<file path="src/design/kwm_pkg.sv">
// shared types, field widths and codes of the k-way time merge
`default_nettype none

package kwm_pkg;

    localparam int LANES_DEFAULT      = 8;
    localparam int LANE_DEPTH_DEFAULT = 256;
    localparam int QUEUE_DEPTH        = 2;

    localparam int KIND_W       = 2;
    localparam int LANE_FIELD_W = 3;
    localparam int TIME_W       = 64;
    localparam int POS_W        = 8;
    localparam int RUN_LEN_W    = 9;

    localparam int IN_DATA_W  = 136;
    localparam int IN_USER_W  = KIND_W;
    localparam int OUT_DATA_W = 160;
    localparam int OUT_USER_W = 3;

    localparam logic [KIND_W-1:0] KIND_APPEND = 2'd0;
    localparam logic [KIND_W-1:0] KIND_STEP   = 2'd1;
    localparam logic [KIND_W-1:0] KIND_CLEAR  = 2'd2;

    typedef enum logic [1:0] {
        OP_APPEND = 2'd0,
        OP_STEP   = 2'd1,
        OP_CLEAR  = 2'd2,
        OP_NONE   = 2'd3
    } op_t;

    typedef struct packed {
        op_t                     op;
        logic                    lane_ok;
        logic [LANE_FIELD_W-1:0] lane;
        logic [TIME_W-1:0]       rec_time;
        logic [TIME_W-1:0]       rec_fact;
    } cmd_t;

    typedef struct packed {
        logic                    status;
        logic                    have_winner;
        logic [LANE_FIELD_W-1:0] win_lane;
        logic [TIME_W-1:0]       win_time;
        logic [TIME_W-1:0]       win_fact;
        logic [POS_W-1:0]        win_pos;
        logic                    run_closed;
        logic [LANE_FIELD_W-1:0] run_lane;
        logic [POS_W-1:0]        run_start;
        logic [RUN_LEN_W-1:0]    run_length;
    } res_t;

endpackage

`default_nettype wire

</file>
<file path="src/design/kwm_queue.sv">
// short command queue between the front and back ends
`default_nettype none

module kwm_queue (
    input  wire logic          clk,
    input  wire logic          rst_n,
    input  wire logic          push,
    input  wire kwm_pkg::cmd_t push_data,
    output logic               full,
    input  wire logic          pop,
    output logic               pop_valid,
    output kwm_pkg::cmd_t      pop_data
);

    localparam int DEPTH = kwm_pkg::QUEUE_DEPTH;
    localparam int PTR_W = $clog2(DEPTH);
    localparam int CNT_W = $clog2(DEPTH + 1);

    kwm_pkg::cmd_t    slot_reg [DEPTH];
    logic [PTR_W-1:0] wr_ptr_reg;
    logic [PTR_W-1:0] wr_ptr_next;
    logic [PTR_W-1:0] rd_ptr_reg;
    logic [PTR_W-1:0] rd_ptr_next;
    logic [CNT_W-1:0] count_reg;
    logic [CNT_W-1:0] count_next;
    logic             do_push;
    logic             do_pop;

    assign full      = (count_reg == CNT_W'(DEPTH));
    assign pop_valid = (count_reg != '0);
    assign pop_data  = slot_reg[rd_ptr_reg];
    assign do_push   = push && !full;
    assign do_pop    = pop && pop_valid;

    always_comb
    begin
        wr_ptr_next = do_push ? wr_ptr_reg + 1'b1 : wr_ptr_reg;
        rd_ptr_next = do_pop ? rd_ptr_reg + 1'b1 : rd_ptr_reg;
        count_next  = count_reg;
        if (do_push && !do_pop)
        begin
            count_next = count_reg + 1'b1;
        end
        else if (do_pop && !do_push)
        begin
            count_next = count_reg - 1'b1;
        end
    end

    always_ff @(posedge clk or negedge rst_n)
    begin
        if (!rst_n)
        begin
            wr_ptr_reg <= '0;
            rd_ptr_reg <= '0;
            count_reg  <= '0;
        end
        else
        begin
            wr_ptr_reg <= wr_ptr_next;
            rd_ptr_reg <= rd_ptr_next;
            count_reg  <= count_next;
        end
    end

    always_ff @(posedge clk)
    begin
        if (do_push)
        begin
            slot_reg[wr_ptr_reg] <= push_data;
        end
    end

endmodule

`default_nettype wire

</file>
<file path="config.mk">
export PLATFORM = sky130hd
export DESIGN_NAME = kwm_queue
export DESIGN_NICKNAME = d
export VERILOG_FILES = /design/src/design/kwm_pkg.sv /design/src/design/kwm_queue.sv
export SDC_FILE = /design/constraint.sdc
export NUM_CORES = 1
export LEC_CHECK = 0
export BUFFER_PORTS_ARGS = -buffer_cell sky130_fd_sc_hd__buf_2
export CAP_MARGIN = 15
export CORE_UTILIZATION = 50
export CTS_BUF_LIST = sky130_fd_sc_hd__clkbuf_16
export DETAILED_ROUTE_END_ITERATION = 6
export PLACE_DENSITY = 0.8
export SLEW_MARGIN = 20
export SYNTH_ARGS = -nofsm -noshare
export SYNTH_HDL_FRONTEND = slang
export SYNTH_SLANG_ARGS = --single-unit
</file>
<file path="constraint.sdc">
create_clock -name clk -period 7.7 [get_ports clk]
set_clock_uncertainty 0.15 [all_clocks]
set_input_delay 0.385 -clock clk [delete_from_list [all_inputs] [get_ports clk]]
set_output_delay 0.385 -clock clk [all_outputs]
set_load 0.005 [all_outputs]
</file>
* Yosys cells after proc, flatten, opt, wreduce, memory -nomap -nowiden
Memory sizes are Yosys's and may differ from the RTL's. Index checks and enable logic that the tools add are counted. Widths: inputs -> output; s select.
Storage, ports and cells: flip-flop bits (word level) 4, memory bits (writable) 268, bits of input ports 138, output and inout bits 136, logic and storage cells 22, memories 1
Memory list:
- slot_reg | words 2, width 134, read ports 1, clocked after Yosys merged registers in 0, write ports 1, RTL line kwm_queue.sv:19 | kwm_pkg::cmd_t slot_reg [DEPTH];
Operators by class: add/sub/neg operators 4, equal/unequal tests 1, multiplexer cells 4, reduce and logical (&&, ||, !) cells 9
Operator list (count):
- $logic_and 1x1->1 | 4
- $mux 2 | 2
- $reduce_bool 2->1 | 2
- $logic_not 1->1 | 3
- $add 1x1->1 const B | 2
- $add 2x1->2 const B | 1
- $eq 2x2->1 const B | 1
- $mux 1 | 2
- $sub 2x1->2 const B | 1

* Logic depth before layout (Yosys ltp)
Gate-level depths: netlist of the first run.
depth after elaboration 7, gate-level depth with buffers 7

* Worst setup path after synthesis of the first run
OpenSTA, ideal clock, no wires.
kind reg-to-reg, start register count_reg[0], end memory slot_reg[0][0] (netlist bit), enable pin, data arrival time 6.190 ns, data required time 6.921 ns, setup slack 0.732 ns, stages on the path, launching flop included 4, period minus slack after synthesis 6.968 ns, path through dfrtp_1 -> nand2b_1 -> nand2_1 -> nor2_1
On the way: longest elaborated chain between the ends 5
RTL lines:
- start, declared | RTL line kwm_queue.sv:24 | logic [CNT_W-1:0] count_reg;
- start signal, assigned | RTL line kwm_queue.sv:62 | count_reg <= count_next;
- $eq 2x2->1 | RTL line kwm_queue.sv:29 | assign full = (count_reg == CNT_W'(DEPTH));
- $logic_not 1->1 | RTL line kwm_queue.sv:32 | assign do_push = push && !full;
- $logic_and 1x1->1 | RTL line kwm_queue.sv:32
- $mux 1 | RTL line kwm_queue.sv:68 | if (do_push)
- $mux 1 (implied by the code) | RTL line kwm_queue.sv:70 | slot_reg[wr_ptr_reg] <= push_data;
- end, declared | RTL line kwm_queue.sv:19
Every way passes these cells.

==> results of run 1 <==
-- cell type report --
cell class | count | area (um^2)
Timing Repair Buffer | 413 | 2760
Clock buffer | 28 | 701
Clock inverter | 22 | 163
Sequential cell | 272 | 8150
Fill cell | 1149 | 5680
Tap cell | 265 | 332
Multi-Input combinational cell | 147 | 1800
Inverter | 2 | 7.51
-- stage by stage --
stage / power, W / hold WS (ps) / util [%] / cell area, um^2 / cells
after global routing: 0.00499 / 75.1 / 71.0 / 13900 / 1149
after detailed placement: 0.00349 / 63.9 / 59.7 / 11700 / 964
after CTS: 0.00480 / 34.6 / 71.0 / 13900 / 1149
after global placement: 0.00342 / 61.4 / 59.7 / 11700 / 964
after floorplan: 0.00303 / -60.6 / - / 10100 / 436
final: 0.00479 / 40.3 / 71.0 / 13900 / 1149
-- repair_timing --
item	in CTS	in global routing
endpoints found under the setup margin	0	0
hold buffers	135	0
endpoints found under the hold margin	272	0
-- worst max-delay path, stage by stage, from the launching register on --
cell	delay [ps]
dfrtp_4	610
buf_4	780
buf_4	800
mux2_2	430
buf_2	140
-- logic make-up (layout without fill, tap and decap cells) --
family | after synthesis | after routing | share of synthesized area (%)
DFF | 272 | 272 | 81.0
and+or+nand+nor | 7 | 7 | 0.336
muxes | 134 | 134 | 16.9
adders and majority gates | 1 | 1 | 0.124
xor gates and xnor gates | 5 | 5 | 0.435
buffers and inverters | 17 | 465 | 1.26
-- cell usage after synthesis, drive strengths merged --
cell | instances | share of area [%]
and3 | 1 | 0.062
buf | 15 | 1.2
dfrtp | 4 | 0.99
edfxtp | 268 | 80
ha | 1 | 0.12
inv | 2 | 0.075
mux2 | 134 | 17
nand2 | 2 | 0.075
nand2b | 1 | 0.062
nor2 | 2 | 0.075
or2 | 1 | 0.062
xnor2 | 3 | 0.26
xor2 | 2 | 0.17
-- power by group --
part           total, W  switching (W)  internal (W)  leakage [nW]
registers       0.00215       0.000116       0.00203          2.54
clock network   0.00126       0.000531      0.000725         0.442
logic           0.00138       0.000666      0.000715          2.46
total           0.00479        0.00131       0.00347          5.44
-- per-layer routing --
layer / track usage, % / wire length, um / vias up
met5: 0 / 0 / -
met4: 7.39 / 680 / 0
met3: 5.13 / 1460 / 58
met2: 38.5 / 11500 / 255
met1: 23.4 / 8350 / 2801
li1: - / - / 2589
-- worst paths after layout --
path,start,end,cells after the start
setup / recovery,rd_ptr_reg,pop_data[9],4
hold reg to reg,count_reg[1],count_reg[1],1
max in group asynchronous,rst_n,rd_ptr_reg,2
hold / removal,pop,rd_ptr_reg,3
min in group asynchronous,rst_n,count_reg[0],2
setup reg to reg,count_reg[0],slot_reg[1][69],3
==> out/summary.txt, run 1 <==
TNS Setup - 0 ps
DRT Pass-1 Iters - 4
Max reg flops - 268
1st-iter DRT viols - 204
Clk Latency, worst-skew pair - 530 ps
Net Count, Synth - 575
Grt ovf - 0
Residual DRC - 0
Nets - 1003
Antenna-violating nets left - 0
R2R setup slack - 4860 ps
Vias in the first global route - 6238
Status - complete, no violations
CTS tree - built
Register bit count reported by yosys - 272
Cells after Synth - 436
H-tree Lvls - 1
Worst setup margin - 3760 ps
Fin crit share - 51.2%
HP Class - input port to flip-flop
Least-Margin Pin Slew - 1030 ps
Port bufs - 273
P&R area growth vs syn - 38.2%
Vias per cell - 4.96
Critical Path End Type - output pin
WP data required - 7160 ps
Post CTS Setup Buffer Count - 0
Slew Limit Fails - 0
Max-cap violations - 0
Rel. slew slack - 31.1%
Die height - 144 um
RSZ-0062 raised after global routing - no
Root Driver - clkbuf_16
Mapped cell area - 10100 um^2
Critical Path Source Type - flip-flop
Via count - 5703
Routed WL - 22000 um
Syn avg cell area - 23.1 um^2
I/O pins - 274
Post-CTS Resized - 0
Core area - 19600 um^2
Pin count of the biggest net entering global routing - 78
Max Clk Rate - 254 MHz
Global-route wire length before repair - 32500 um
Clk sinks - 272
Layout cells sized above 1 - 51.4%
WS Path Type - flip-flop to output pin
Yosys warning total - 0
Cell Pwr Density - 344 nW/um^2
Peak supply drop - 0.241 mV
FP Rows - 51
DPL Wire Length - 12700 um
Inserted Diodes - 0
Leakage - 5.44 nW
Fin crit period - 3940 ps
Place WS - 4340 ps
Initial Utilization - 51.4%
Commonest non-fill, non-tap cell in the layout - buf_2
Maximum clock path buffer count - 3
Number of CTS-inserted buffers - 28
Final Setup Violations - 0
Clock Pin Slew Worst Setup and Hold Paths - 60 ps
Library cells used by synthesis - 15
Initial antenna violation count - 0
CP max FO - 64
Gp weighted congestion - 0.782
Final hold violations - 0
Post-synthesis sequential area ratio - 81.0%
Chip Width - 144 um
Most frequent cells in the layout - buf_2 (273), edfxtp_1 (268), dlygate4sd3_1 (135), mux2_2 (84), mux2_4 (50)
DR WL/cell - 19.2 um
GRT Util Overall - 20.9%
Arr. time, crit path - 3410 ps
Die area - 20700 um^2
No activity file was read; power rests on OpenSTA's default activity.
==> run 2: changes to the inputs <==
--- a/config.mk
+++ b/config.mk
@@ -7,10 +7,10 @@
 export LEC_CHECK = 0
 export BUFFER_PORTS_ARGS = -buffer_cell sky130_fd_sc_hd__buf_2
 export CAP_MARGIN = 15
-export CORE_UTILIZATION = 50
+export CORE_UTILIZATION = 47
 export CTS_BUF_LIST = sky130_fd_sc_hd__clkbuf_16
 export DETAILED_ROUTE_END_ITERATION = 6
-export PLACE_DENSITY = 0.8
+export PLACE_DENSITY = 0.79
 export SLEW_MARGIN = 20
 export SYNTH_ARGS = -nofsm -noshare
 export SYNTH_HDL_FRONTEND = slang
==> constraint.sdc (replaced) <==
create_clock -name clk -period 3.6 [get_ports clk]
set_clock_uncertainty 0.15 [all_clocks]
set_input_delay 0.18 -clock clk [delete_from_list [all_inputs] [get_ports clk]]
set_output_delay 0.18 -clock clk [all_outputs]
set_load 0.005 [all_outputs]
==> run 2 against run 1 <==
Sequential power is 110% higher. First-iteration DRC count is 25% higher. Worst setup slack worse by 2400 ps.
==> out/summary.txt, run 2 (synthesis results as in run 1) <==
1st-iter DRT viols - 255 (+25%)
Power Total - 0.0102 W (+110%)
# hold bufs at CTS - 138 (+2.2%)
Initial Utilization - 47.9% (-3.5 points)
WS Path Type - flip-flop to output pin
Post CTS Setup Buffer Count - 0 (unchanged)
Clk Latency, worst-skew pair - 520 ps (about the same)
Final hold violations - 0 (unchanged)
Vias per cell - 4.89 (-1.4%)
Commonest non-fill, non-tap cell in the layout - buf_2
Root Driver - clkbuf_16
Critical Path End Type - output pin
Reg2reg start - count_reg[0]
Via count - 5691 (-0.21%)
Hold depth - 2 (-1)
Clk sinks - 272 (unchanged)
DRT Pass-1 Iters - 4 (unchanged)
HP Class - input port to flip-flop
FP Rows - 53 (+3.9%)
I/O pins - 274 (unchanged)
DPL Wire Length - 12100 um (-5.0%)
Max Clk Rate - 439 MHz
Rel. slew slack - 63.1% (+32 points)
Initial antenna violation count - 1 (+1)
Non-filler instance count after layout - 1163 (+1.2%)
Core area - 21000 um^2 (+7.3%)
Grt ovf - 0 (unchanged)
Gp weighted congestion - 0.706 (-9.7%)
CP max FO - 76 (+19%)
Max-cap violations - 0 (unchanged)
Slew Limit Fails - 0 (unchanged)
Max reg flops - 268 (unchanged)
Fillers - 1348 (+17%)
Global-route wire length before repair - 32100 um (-1.3%)
Clock Pin Slew Worst Setup and Hold Paths - 60 ps (about the same)
WP data required - 3270 ps (-3890 ps)
Post-CTS Resized - 0 (unchanged)
Nets - 1006 (+0.30%)
GRT Util Overall - 19.0% (-1.9 points)
Die area - 22000 um^2 (+6.3%)
CTS tree - built
Final Setup Violations - 0 (unchanged)
H-tree Lvls - 1 (unchanged)
P&R area growth vs syn - 39.1%
Number of CTS-inserted buffers - 26 (-7.1%)
Status - complete, no violations
FF+latch area - 8150 um^2 (unchanged)
Critical path startpoint - rd_ptr_reg
Vias in the first global route - 6186 (-0.83%)
Maximum clock path buffer count - 3 (unchanged)
Fin crit share - 63.3%
FF-to-FF path depth - 3 (unchanged)
Residual DRC - 0 (unchanged)
Peak supply drop - 0.532 mV (+120%)
Multi-input gate area - 1800 um^2 (unchanged)
Most frequent cells in the layout - buf_2 (273), edfxtp_1 (268), dlygate4sd3_1 (138), mux2_2 (84), mux2_4 (50)
Antenna-violating nets left - 0 (unchanged)
Pin count of the biggest net entering global routing - 77 (-1.3%)
Critical Path Source Type - flip-flop
Die height - 148 um (+3.1%)
Least-Margin Pin Slew - 553 ps (-480 ps)
Arr. time, crit path - 1950 ps (-1460 ps)
TNS Setup - 0 ps (unchanged)
Chip Width - 148 um (+3.1%)
Routed WL - 21400 um (-2.9%)
DR WL/cell - 18.4 um (-4.1%)
Layout cells sized above 1 - 50.7% (-0.62 points)
Inst Count DP - 976 (+1.2%)
RSZ-0062 raised after global routing - no
Leakage - 5.48 nW (+0.72%)
Fin crit period - 2280 ps
Hold Startpoint - push_data[99]
Port bufs - 273 (unchanged)
Cell Pwr Density - 730 nW/um^2 (+110%)
## run 2: metal layers
metal  up-vias  part of all wire (%)  wire length [um]  global-route usage [%]
li1       2602                     -                 -                       -
met1      2814                    38              8200                    21.7
met2       228                    52             11100                    34.5
met3        47                   6.8              1460                    4.45
met4         0                   2.9               623                    6.91
met5         -                     0                 0                       0
## run 2: critical path, cell delays in order, from the launching register on
cell and delay (ps):
dfrtp_4 440, buf_12 360, mux2_2 410, buf_2 130
## run 2: cell type report
| type | instances | share of cell area [%] |
|---|---|---|
| repair buffers | 418 | 20.4 |
| flip-flops and latches | 272 | 58.3 |
| well taps | 275 | 2.46 |
| inverters | 2 | 0.0537 |
| clock inverters | 21 | 1.14 |
| clock buffers | 27 | 4.83 |
| diodes | 1 | 0.0179 |
| multi-input cells | 147 | 12.9 |
## run 2: path summary, 6_finish.rpt
path                                    end  slack [ps]
max                             pop_data[3]        1320
min                         slot_reg[0][99]         230
max reg2reg                slot_reg[1][100]        1470
min reg2reg                    count_reg[1]         340
max in group asynchronous        rd_ptr_reg        2680
min in group asynchronous        wr_ptr_reg         410
## run 2: metrics by stage
step / utilization (%) / instance area [um^2] / setup slack (ps) / hold WS [ps]
floorplan: - / 10100 / 390 / -266
global placement: 56.0 / 11800 / 1510 / -161
detailed placement: 56.0 / 11800 / 1480 / -155
CTS: 66.5 / 14000 / 1300 / 204
global route: 66.5 / 14000 / 1260 / 218
finish: 66.6 / 14000 / 1320 / 229
## run 2: power breakdown
group	internal, W	switching, W	total (W)
Combinational	0.00158	0.00148	0.00306
Clock	0.00156	0.00108	0.00264
Sequential	0.00433	0.000186	0.00452
Total	0.00747	0.00275	0.0102
